[config.mk]
export PLATFORM = sky130hd
export DESIGN_NAME = uart_baud_divisor_calc
export DESIGN_NICKNAME = d
export VERILOG_FILES = /design/src/rtl/ubdc_pkg.sv /design/src/rtl/uart_baud_divisor_calc.sv /design/src/rtl/ubdc_front.sv /design/src/rtl/ubdc_div_stage.sv /design/src/rtl/ubdc_back.sv
export VERILOG_INCLUDE_DIRS = /design/src /design/src/rtl
export SDC_FILE = /design/constraint.sdc
export NUM_CORES = 2
export LEC_CHECK = 0
export BUFFER_PORTS_ARGS = -buffer_cell sky130_fd_sc_hd__buf_2
export CAP_MARGIN = 20
export CORE_UTILIZATION = 55
export DETAILED_ROUTE_END_ITERATION = 6
export PLACE_DENSITY = 0.74
export SLEW_MARGIN = 15
export SYNTH_ARGS = -nofsm -noshare
export SYNTH_HDL_FRONTEND = slang
export SYNTH_SLANG_ARGS = --single-unit
[constraint.sdc]
create_clock -name clk -period 8.35 [get_ports clk]
set_input_delay 2.0875 -clock clk [delete_from_list [all_inputs] [get_ports clk]]
set_output_delay 2.0875 -clock clk [all_outputs]
set_load 0.005 [all_outputs]
[src/rtl/uart_baud_divisor_calc_macros.svh]
// ---------------------------------------------------------------------------
// uart_baud_divisor_calc_macros
// assertion macros shared by the baud divisor calculator
// ---------------------------------------------------------------------------
`ifndef UART_BAUD_DIVISOR_CALC_MACROS_SVH
`define UART_BAUD_DIVISOR_CALC_MACROS_SVH

// antecedent implies consequent in the same cycle
`define UBDC_ASSERT_IMPL(lbl, ante, cons, msg) \
    lbl: assert property (@(posedge clk) disable iff (!rst_n) (ante) |-> (cons)) \
        else $error(msg);

// condition must never hold
`define UBDC_ASSERT_NEVER(lbl, cond, msg) \
    lbl: assert property (@(posedge clk) disable iff (!rst_n) !(cond)) \
        else $error(msg);

`endif

[src/rtl/ubdc_pkg.sv]
// ---------------------------------------------------------------------------
// ubdc_pkg
// widths, reset values and the divider step shared by the baud calculator
// ---------------------------------------------------------------------------
package ubdc_pkg;

    localparam int RATE_W    = 24;
    localparam int CLK_W     = 27;
    localparam int MANT_W    = 12;
    localparam int FRAC_W    = 4;
    localparam int BRR_W     = MANT_W + FRAC_W;
    localparam int DATA_W    = 32;
    localparam int ADDR_W    = 3;

    // quotient bits of 2*clock/rate kept before saturation
    localparam int QUO_W     = 18;
    localparam int STEPS_PER_STAGE = 2;
    localparam int DIV_STAGES = QUO_W / STEPS_PER_STAGE;

    // high dividend bits that seed the partial remainder
    localparam int SEED_W    = CLK_W + 1 - QUO_W;

    localparam logic [CLK_W-1:0]  CLOCK_RESET    = CLK_W'(16000000);
    localparam logic [RATE_W-1:0] MAX_RATE_RESET = RATE_W'(2000000);

    // register index codes (paddr word index)
    localparam logic REG_CLOCK_HZ = 1'b0;
    localparam logic REG_MAX_RATE = 1'b1;

    localparam logic [MANT_W-1:0] MANT_MAX = '1;
    localparam logic [FRAC_W-1:0] FRAC_MAX_BY8  = FRAC_W'(7);
    localparam logic [FRAC_W-1:0] FRAC_MAX_BY16 = FRAC_W'(15);

    typedef struct packed {
        logic              zero;
        logic              ovf;
        logic              by8;
        logic [RATE_W-1:0] rate;
        logic [RATE_W-1:0] rem;
        logic [QUO_W-1:0]  work;
    } div_t;

    // one restoring step: shift in a dividend bit, shift out a quotient bit
    function automatic div_t div_step(div_t d);
        logic [RATE_W:0] t;
        logic [RATE_W:0] diff;
        logic            qbit;
        div_t            r;
        t    = {d.rem, d.work[QUO_W-1]};
        diff = t - {1'b0, d.rate};
        qbit = (t >= {1'b0, d.rate});
        r      = d;
        r.rem  = qbit ? diff[RATE_W-1:0] : t[RATE_W-1:0];
        r.work = {d.work[QUO_W-2:0], qbit};
        return r;
    endfunction

endpackage

[src/rtl/uart_baud_divisor_calc.sv]
// ---------------------------------------------------------------------------
// uart_baud_divisor_calc
// turns a requested baud rate into a uart divisor word
// ---------------------------------------------------------------------------
// Accepts one item every clock cycle (busy is always low) and returns its
// result as a one-cycle done pulse; results come out in order and cannot
// be stalled. Each item passes two front stages for mode selection,
// clamping and divider seeding, then the 18-bit restoring divider for
// 2*clock/rate, which resolves two quotient bits per stage over nine
// stages, and one output stage for rounding and saturation. Write clock_hz
// (address 0) and max_rate (address 4) only while no item is in flight.
module uart_baud_divisor_calc
(
    input  logic                          clk,
    input  logic                          rst_n,
    input  logic                          start,
    output logic                          busy,
    input  logic [ubdc_pkg::RATE_W-1:0]   baud_rate,
    output logic                          done,
    output logic                          oversample_by_8,
    output logic [ubdc_pkg::MANT_W-1:0]   mantissa,
    output logic [ubdc_pkg::FRAC_W-1:0]   fraction,
    output logic [ubdc_pkg::BRR_W-1:0]    brr_word,
    output logic                          rate_error,
    input  logic                          psel,
    input  logic                          penable,
    input  logic                          pwrite,
    input  logic [ubdc_pkg::ADDR_W-1:0]   paddr,
    input  logic [ubdc_pkg::DATA_W-1:0]   pwdata,
    output logic [ubdc_pkg::DATA_W-1:0]   prdata,
    output logic                          pready
);

    logic [ubdc_pkg::CLK_W-1:0]  clock_hz_reg;
    logic [ubdc_pkg::RATE_W-1:0] max_rate_reg;
    logic                        cfg_wr;
    logic                        accept;

    logic                        valid_chain [0:ubdc_pkg::DIV_STAGES];
    ubdc_pkg::div_t              data_chain  [0:ubdc_pkg::DIV_STAGES];

    assign busy   = 1'b0;
    assign pready = 1'b1;
    assign accept = start && !busy;
    assign cfg_wr = psel && penable && pwrite && pready;

    always_ff @(posedge clk or negedge rst_n)
    begin
        if (!rst_n)
        begin
            clock_hz_reg <= ubdc_pkg::CLOCK_RESET;
            max_rate_reg <= ubdc_pkg::MAX_RATE_RESET;
        end
        else if (cfg_wr)
        begin
            unique case (paddr[2])
                ubdc_pkg::REG_CLOCK_HZ: clock_hz_reg <= pwdata[ubdc_pkg::CLK_W-1:0];
                ubdc_pkg::REG_MAX_RATE: max_rate_reg <= pwdata[ubdc_pkg::RATE_W-1:0];
                default:                ;
            endcase
        end
    end

    always_comb
    begin
        unique case (paddr[2])
            ubdc_pkg::REG_CLOCK_HZ:
                prdata = {{(ubdc_pkg::DATA_W-ubdc_pkg::CLK_W){1'b0}}, clock_hz_reg};
            ubdc_pkg::REG_MAX_RATE:
                prdata = {{(ubdc_pkg::DATA_W-ubdc_pkg::RATE_W){1'b0}}, max_rate_reg};
            default:
                prdata = '0;
        endcase
    end

    ubdc_front u_front
    (
        .clk       (clk),
        .rst_n     (rst_n),
        .in_valid  (accept),
        .baud_rate (baud_rate),
        .clock_hz  (clock_hz_reg),
        .max_rate  (max_rate_reg),
        .out_valid (valid_chain[0]),
        .out_data  (data_chain[0])
    );

    for (genvar g = 0; g < ubdc_pkg::DIV_STAGES; g++)
    begin : g_div
        ubdc_div_stage u_stage
        (
            .clk       (clk),
            .rst_n     (rst_n),
            .in_valid  (valid_chain[g]),
            .in_data   (data_chain[g]),
            .out_valid (valid_chain[g+1]),
            .out_data  (data_chain[g+1])
        );
    end

    ubdc_back u_back
    (
        .clk             (clk),
        .rst_n           (rst_n),
        .in_valid        (valid_chain[ubdc_pkg::DIV_STAGES]),
        .in_data         (data_chain[ubdc_pkg::DIV_STAGES]),
        .done            (done),
        .oversample_by_8 (oversample_by_8),
        .mantissa        (mantissa),
        .fraction        (fraction),
        .brr_word        (brr_word),
        .rate_error      (rate_error)
    );

`include "uart_baud_divisor_calc_macros.svh"

    `UBDC_ASSERT_NEVER(a_by8_frac_range, done && oversample_by_8 && fraction[3], "by-8 fraction above 7")
    `UBDC_ASSERT_IMPL(a_err_fields, done && rate_error, (mantissa == ubdc_pkg::MANT_MAX) || (brr_word == '0), "error result neither saturated nor zero")
    `UBDC_ASSERT_IMPL(a_sat_flag, done && (mantissa == ubdc_pkg::MANT_MAX) && (fraction == ubdc_pkg::FRAC_MAX_BY16), rate_error || (brr_word == 16'hFFFF), "brr word does not match saturated fields")

endmodule

[src/rtl/ubdc_front.sv]
// ---------------------------------------------------------------------------
// ubdc_front
// picks the oversampling mode, clamps the rate and seeds the divider
// ---------------------------------------------------------------------------
module ubdc_front
(
    input  logic                          clk,
    input  logic                          rst_n,
    input  logic                          in_valid,
    input  logic [ubdc_pkg::RATE_W-1:0]   baud_rate,
    input  logic [ubdc_pkg::CLK_W-1:0]    clock_hz,
    input  logic [ubdc_pkg::RATE_W-1:0]   max_rate,
    output logic                          out_valid,
    output ubdc_pkg::div_t                out_data
);

    logic                        v1_reg;
    logic                        by8_reg;
    logic                        by8_next;
    logic [ubdc_pkg::RATE_W-1:0] rate_reg;
    logic [ubdc_pkg::RATE_W-1:0] rate_next;
    logic                        v2_reg;
    ubdc_pkg::div_t              data_reg;
    ubdc_pkg::div_t              data_next;
    logic                        over16;
    logic                        over8;

    assign over16 = ({baud_rate, 4'b0} > {1'b0, clock_hz});
    assign over8  = ({1'b0, baud_rate, 3'b0} > {1'b0, clock_hz});

    always_comb
    begin
        by8_next  = 1'b0;
        rate_next = baud_rate;
        if (over16 && (baud_rate != '0))
        begin
            by8_next = 1'b1;
            if (over8)
            begin
                rate_next = max_rate;
            end
        end
    end

    // seed remainder holds the top dividend bits of 2*clock; ovf flags a seed not below the rate
    always_comb
    begin
        data_next.zero = (rate_reg == '0);
        data_next.ovf  = ({{(ubdc_pkg::RATE_W-ubdc_pkg::SEED_W){1'b0}},
                           clock_hz[ubdc_pkg::CLK_W-1 -: ubdc_pkg::SEED_W]} >= rate_reg);
        data_next.by8  = by8_reg;
        data_next.rate = rate_reg;
        data_next.rem  = {{(ubdc_pkg::RATE_W-ubdc_pkg::SEED_W){1'b0}},
                          clock_hz[ubdc_pkg::CLK_W-1 -: ubdc_pkg::SEED_W]};
        data_next.work = {clock_hz[ubdc_pkg::QUO_W-2:0], 1'b0};
    end

    always_ff @(posedge clk or negedge rst_n)
    begin
        if (!rst_n)
        begin
            v1_reg <= 1'b0;
            v2_reg <= 1'b0;
        end
        else
        begin
            v1_reg <= in_valid;
            v2_reg <= v1_reg;
        end
    end

    always_ff @(posedge clk)
    begin
        by8_reg  <= by8_next;
        rate_reg <= rate_next;
        data_reg <= data_next;
    end

    assign out_valid = v2_reg;
    assign out_data  = data_reg;

endmodule

[src/rtl/ubdc_div_stage.sv]
// ---------------------------------------------------------------------------
// ubdc_div_stage
// one pipeline stage of the restoring divider, two quotient bits deep
// ---------------------------------------------------------------------------
module ubdc_div_stage
(
    input  logic           clk,
    input  logic           rst_n,
    input  logic           in_valid,
    input  ubdc_pkg::div_t in_data,
    output logic           out_valid,
    output ubdc_pkg::div_t out_data
);

    logic           valid_reg;
    ubdc_pkg::div_t data_reg;
    ubdc_pkg::div_t data_next;

    always_comb
    begin
        data_next = in_data;
        for (int i = 0; i < ubdc_pkg::STEPS_PER_STAGE; i++)
        begin
            data_next = ubdc_pkg::div_step(data_next);
        end
    end

    always_ff @(posedge clk or negedge rst_n)
    begin
        if (!rst_n)
        begin
            valid_reg <= 1'b0;
        end
        else
        begin
            valid_reg <= in_valid;
        end
    end

    always_ff @(posedge clk)
    begin
        data_reg <= data_next;
    end

    assign out_valid = valid_reg;
    assign out_data  = data_reg;

endmodule

[src/rtl/ubdc_back.sv]
// ---------------------------------------------------------------------------
// ubdc_back
// rounds the quotient, splits mantissa and fraction, saturates and flags zero rates
// ---------------------------------------------------------------------------
module ubdc_back
(
    input  logic                          clk,
    input  logic                          rst_n,
    input  logic                          in_valid,
    input  ubdc_pkg::div_t                in_data,
    output logic                          done,
    output logic                          oversample_by_8,
    output logic [ubdc_pkg::MANT_W-1:0]   mantissa,
    output logic [ubdc_pkg::FRAC_W-1:0]   fraction,
    output logic [ubdc_pkg::BRR_W-1:0]    brr_word,
    output logic                          rate_error
);

    logic                        done_reg;
    logic                        by8_reg;
    logic                        by8_next;
    logic [ubdc_pkg::MANT_W-1:0] mant_reg;
    logic [ubdc_pkg::MANT_W-1:0] mant_next;
    logic [ubdc_pkg::FRAC_W-1:0] frac_reg;
    logic [ubdc_pkg::FRAC_W-1:0] frac_next;
    logic                        err_reg;
    logic                        err_next;
    logic [ubdc_pkg::QUO_W:0]    q_inc;
    logic [ubdc_pkg::QUO_W-1:0]  v;
    logic                        sat;

    // work holds floor(2*clock/rate); (q+1)/2 is the half-up rounded divisor
    assign q_inc = {1'b0, in_data.work} + 1'b1;
    assign v     = q_inc[ubdc_pkg::QUO_W:1];

    always_comb
    begin
        if (in_data.by8)
        begin
            sat = in_data.ovf || (v[ubdc_pkg::QUO_W-1:15] != '0);
        end
        else
        begin
            sat = in_data.ovf || (v[ubdc_pkg::QUO_W-1:16] != '0);
        end
    end

    always_comb
    begin
        by8_next  = in_data.by8;
        err_next  = 1'b0;
        mant_next = v[15:4];
        frac_next = v[3:0];
        if (in_data.by8)
        begin
            mant_next = v[14:3];
            frac_next = {1'b0, v[2:0]};
        end
        if (in_data.zero)
        begin
            by8_next  = 1'b0;
            mant_next = '0;
            frac_next = '0;
            err_next  = 1'b1;
        end
        else if (sat)
        begin
            mant_next = ubdc_pkg::MANT_MAX;
            frac_next = in_data.by8 ? ubdc_pkg::FRAC_MAX_BY8 : ubdc_pkg::FRAC_MAX_BY16;
            err_next  = 1'b1;
        end
    end

    always_ff @(posedge clk or negedge rst_n)
    begin
        if (!rst_n)
        begin
            done_reg <= 1'b0;
        end
        else
        begin
            done_reg <= in_valid;
        end
    end

    always_ff @(posedge clk)
    begin
        by8_reg  <= by8_next;
        mant_reg <= mant_next;
        frac_reg <= frac_next;
        err_reg  <= err_next;
    end

    assign done            = done_reg;
    assign oversample_by_8 = by8_reg;
    assign mantissa        = mant_reg;
    assign fraction        = frac_reg;
    assign brr_word        = {mant_reg, frac_reg};
    assign rate_error      = err_reg;

endmodule
# Word-level counts from Yosys, hierarchy flattened
# Cells that the tools add are included.
dict set report totals {
  word_cells 157
  input_bits 65
  ff_bits 725
}
dict set report classes {
  magnitude_cmp 21
  bitwise_logic 1
  muxes 28
  addsub 18
  reduce_logical 11
}
# cell n
set op_table {}
lappend op_table {{$mux W24} 19}
lappend op_table {{$ge A25 B24 Y1} 17}
lappend op_table {{$sub A24 B24 Y24} 16}
lappend op_table {{$pmux W32 S2} 1}
lappend op_table {{$gt A28 B27 Y1} 1}
lappend op_table {{$gt A27 B27 Y1} 1}
lappend op_table {{$ge A10 B24 Y1} 1}
lappend op_table {{$ge A11 B24 Y1} 1}
lappend op_table {{$logic_not A24 Y1} 1}
lappend op_table {{$mux W12} 2}
lappend op_table {{$reduce_bool A24 Y1} 1}
lappend op_table {{$sub A11 B24 Y24} 1}
lappend op_table {{$add A18 B1 Y19 const B} 1}
lappend op_table {{$mux W4} 3}
lappend op_table {{$reduce_and A2 Y1} 2}
lappend op_table {{$logic_and A1 B1 Y1} 3}
lappend op_table {{$mux W1} 3}
lappend op_table {{$reduce_bool A3 Y1} 1}
lappend op_table {{$logic_or A1 B1 Y1} 2}
lappend op_table {{$reduce_bool A2 Y1} 1}
lappend op_table {{$not A1 Y1} 1}

# Longest topological paths before layout
dict set report logic_depth {
  ltp_word 5
  mapped_depth 28
}

# Modules after synthesis
# Synthesis repeated with hierarchy kept, for this count alone.
dict set report hier_totals {
  cells_unflattened 4979
  hier_area_um2 48531.5
}
# module seq_area_each_um2 cells_per_inst area_per_inst_um2 n_inst
set modules_own_cells {}
lappend modules_own_cells {{ubdc_div_stage at g_div[1].u_stage ...} 1406.3 480 4533.1 6}
lappend modules_own_cells {{ubdc_div_stage at g_div[3].u_stage} 1406.3 505 4755.8 1}
lappend modules_own_cells {{ubdc_div_stage at g_div[4].u_stage} 1406.3 505 4720.8 1}
lappend modules_own_cells {{ubdc_div_stage at g_div[0].u_stage} 1406.3 481 4608.2 1}
lappend modules_own_cells {ubdc_front 1631.6 321 3592.2 1}
lappend modules_own_cells {uart_baud_divisor_calc 1293.7 147 2399.8 1}
lappend modules_own_cells {ubdc_back 385.4 140 1256.2 1}

# Worst setup path before layout
# No wires, ideal clock.
dict set report synth_timing {
  path_type {register -> register}
  from {register g_div[2].u_stage.data_reg, in the netlist g_div[2].u_stage.out_data[43]}
  to {register g_div[3].u_stage.data_reg, in the netlist g_div[3].u_stage.out_data[23]}
  slack_ns 2.601
  arrival_ns 5.628
  path_buffers 4
  path_stages_with_launch 27
  cell_sequence {dfxtp_1 -> inv_1 -> ha_1 -> nor2b_1 -> o31a_1 -> o41ai_2 -> a2111oi_1 -> nor2_4 -> a211o_1 -> o211ai_1 -> a211o_1 -> buf_6 -> buf_2 -> mux2_2 -> ha_1 -> a21o_1 -> nand2b_1 -> a211oi_1 -> o31ai_1 -> a211oi_1 -> o21ai_0 -> a21oi_1 -> nand3_1 -> a211o_1 -> buf_6 -> buf_6 -> mux2_4}
}
# item line
set synth_rtl {}
lappend synth_rtl {{from (decl)} ubdc_div_stage.sv:16} ;# ubdc_pkg::div_t data_reg;
lappend synth_rtl {{from (signal assigned)} ubdc_div_stage.sv:42} ;# data_reg <= data_next;
lappend synth_rtl {{to (signal assigned)} ubdc_div_stage.sv:42}
lappend synth_rtl {{to (decl)} ubdc_div_stage.sv:16}

==> impl_metrics.ini <==
[run_status]
outcome = completed

[synth]
seq_area_frac_synth_pct = 35.4
syn_area_um2 = 42000
synth_common_cells = 662 x dfxtp_1, 476 x ha_1, 428 x a21oi_1
synth-edff-count = 0
yosysTopAreaCell = dfxtp_1
ys_warn_count = 0
synthCells = 4630
ys_types = 84
synth_area_leaders = dfxtp_1 32%, ha_1 14%, mux2_2 6.4%
synth_ff_type = dfxtp_1
ys_seq_elements = 725
synth_most_common_cell = dfxtp_1
ys_async_sr_fraction_pct = 8.69
syn_avg_cell_area_um2 = 9.06
netlist.area_leader.share_pct = 31.6

[sta]
setup_violations = 0
worst_pin_slew_ns = 0.999
hold_viol_final = 0
final.setup_skew_ns = 0.0343
fin_setup_tns_ns = 0
slew_headroom_pct = 33.4
post-route-period-util_pct = 85.7
slew_viol_final = 0
rsz0062_at_grt = no
fmax_ghz = 0.140
period_minus_slack_ns = 7.15

[clock_tree]
cts_buffers = 74
clk_pin_slew_ns = 0.07
cts_resized = 0
hold_buffers = 0
htree_levels = 3
clock-sinks = 725
cts_tree = built
clk_latency_ns = 0.65
cts_buffer_depth = 3
cts_setup_buffers = 0
cts_root_buffer = clkbuf_16

[place]
port_buffers = 119
dp_hpwl_mm = 80.9
place.gp.congestion = 0.962

[detailed_routing]
viasPerCell = 5.75
first_pass_iters = 5
drc = 0
wire_per_inst_um = 17.8
routed_wl_mm = 103
drtAntennaViolNets = 0
vias = 33183
first_iter_violations = 1769

[die]
die_area_um2 = 77400
die_h_um = 278
die_x_um = 278
floorplan.initialDensity_pct = 56.0
core_area_um2 = 74900
rows = 100
pin_count = 134

[grt]
grt_util_met1_pct = 31.5
antenna_found_initial = 1
gr-usage-met3_pct = 2.80
grt_pass1_vias = 32268
grt_use_total_pct = 25.8
grt_max_degree = 64
top_usage_layer = met2
grt_pass1_wl_mm = 163
use_met2_pct = 46.0
grt_remaining_overflow = 0

[run]
maxCapViolations = 0

[final_layout]
regArea_um2 = 14800
final_nets = 5297
multiInputGateArea_um2 = 25200
num-fill-cells = 6389
largest_reg_flops = 565
layout-drive-gt1-share_pct = 12.1
syn_to_final_growth_pct = 9.95

[critical_path]
crit_required_ns = 8.86
cp-start-kind = flip-flop
critical_path_class = reg2reg
critPathMaxFanout = 23
worst_setup_path_end_kind = flip-flop
arrival_ns = 7.67

[min_path]
hold_path_class = reg2reg
==> worst max-delay path: stages, from the launching register on <==
cell and delay (ns):
dfxtp_1 0.33, inv_1 0.11, ha_1 0.31, nor2b_1 0.16, o31a_1 0.25, o41ai_2 0.13, a2111oi_1 0.63, nor2_4 0.12
a211o_1 0.28, o211ai_1 0.09, a211o_1 0.47, buf_4 0.38, mux2_2 0.40, ha_1 0.37, a21o_1 0.19, a21o_1 0.17
a21oi_1 0.16, o31ai_1 0.17, a211oi_1 0.44, o21ai_0 0.18, a21oi_1 0.25, nand3_1 0.11, a211o_1 0.68, buf_4 0.34
mux2_4 0.29
==> through the flow <==
| stage | hold slack [ns] | setup WS [ns] | cells | utilization (%) | cell area (µm²) |
|---|---|---|---|---|---|
| 2_1_floorplan | 0.310 | 2.60 | 4635 | - | 42000 |
| 3_3_place_gp | 0.310 | 1.22 | 5632 | 58.0 | 43500 |
| 3_5_place_dp | 0.312 | 1.16 | 5632 | 58.0 | 43500 |
| 4_1_cts | 0.323 | 1.13 | 5768 | 61.6 | 46100 |
| 5_1_grt | 0.326 | 0.608 | 5768 | 61.6 | 46100 |
| 6_report | 0.324 | 1.20 | 5769 | 61.6 | 46100 |
==> path summary, 6_finish.rpt <==
kind / start / cells past startpoint / slack (ns) / endpoint
max in group asynchronous: rst_n / 2 / 6.15 / g_div[5].u_stage.out_valid
min: g_div[0].u_stage.out_data[7] / 0 / 0.32 / g_div[1].u_stage.out_data[9]
max: g_div[2].u_stage.out_data[43] / 24 / 1.20 / g_div[3].u_stage.out_data[23]
max reg2reg: g_div[2].u_stage.out_data[43] / 24 / 1.20 / g_div[3].u_stage.out_data[23]
min in group asynchronous: rst_n / 2 / 1.63 / clock_hz_reg[24]
min reg2reg: g_div[0].u_stage.out_data[7] / 0 / 0.32 / g_div[1].u_stage.out_data[9]
==> placed cells by master, fill, tap and decap left out, types with 14 or more instances in the layout <==
master / Yosys / layout
dfxtp_1: 662 / 662
ha_1: 476 / 476
a21oi_1: 428 / 427
inv_1: 361 / 361
nand2_1: 300 / 300
o21ai_0: 294 / 294
nor2_1: 280 / 280
mux2_2: 240 / 240
xnor2_1: 228 / 228
a21o_1: 176 / 176
buf_2: 20 / 119
xor2_1: 100 / 100
nand3_1: 86 / 86
nor3_1: 77 / 77
clkbuf_16: 0 / 76
nor2b_1: 70 / 70
nand4_1: 70 / 70
nand2b_1: 60 / 59
o21a_1: 55 / 55
dfrtp_1: 49 / 49
o21bai_1: 39 / 39
a31oi_1: 37 / 37
and3_1: 34 / 34
a211oi_1: 31 / 30
nor4_1: 26 / 26
buf_4: 24 / 25
o31ai_1: 24 / 23
and2_1: 20 / 20
mux2_4: 19 / 19
or3_1: 17 / 17
or2_2: 17 / 17
fa_1: 17 / 17
a211o_1: 14 / 14
clkbuf_1: 61 / 14
dfstp_2: 14 / 14
==> cell type report <==
| type | count | area share, % |
|---|---|---|
| Antenna cell | 1 | 0.00542 |
| Clock buffer | 98 | 4.47 |
| Clock inverter | 38 | 1.33 |
| Inverter | 365 | 2.97 |
| Multi-Input combinational cell | 3429 | 54.7 |
| Sequential cell | 725 | 32.2 |
| Tap cell | 969 | 2.63 |
| Timing Repair Buffer | 144 | 1.70 |
==> layer usage <==
metal / up-vias / share of wire, %
met1: 15494 / 43
met4: 0 / 4.3
met3: 272 / 3.8
met2: 793 / 49
li1: 16624 / -
met5: - / 0
==> kinds of logic after synthesis <==
group | after synthesis | share of synthesized area [%]
AO/OA/AOI/OAI | 1227 | 18.0
XOR/XNOR | 328 | 6.85
adder cells (fa/ha/maj) | 493 | 15.0
buffers and inverters | 481 | 4.65
flip-flops | 725 | 35.4
multiplexers | 271 | 7.41
other | 2 | 0.0179
AND/OR/NAND/NOR | 1103 | 12.7
Power is not shown: default switching activity piles up to over one toggle a cycle in this logic, so the estimate is an artifact.
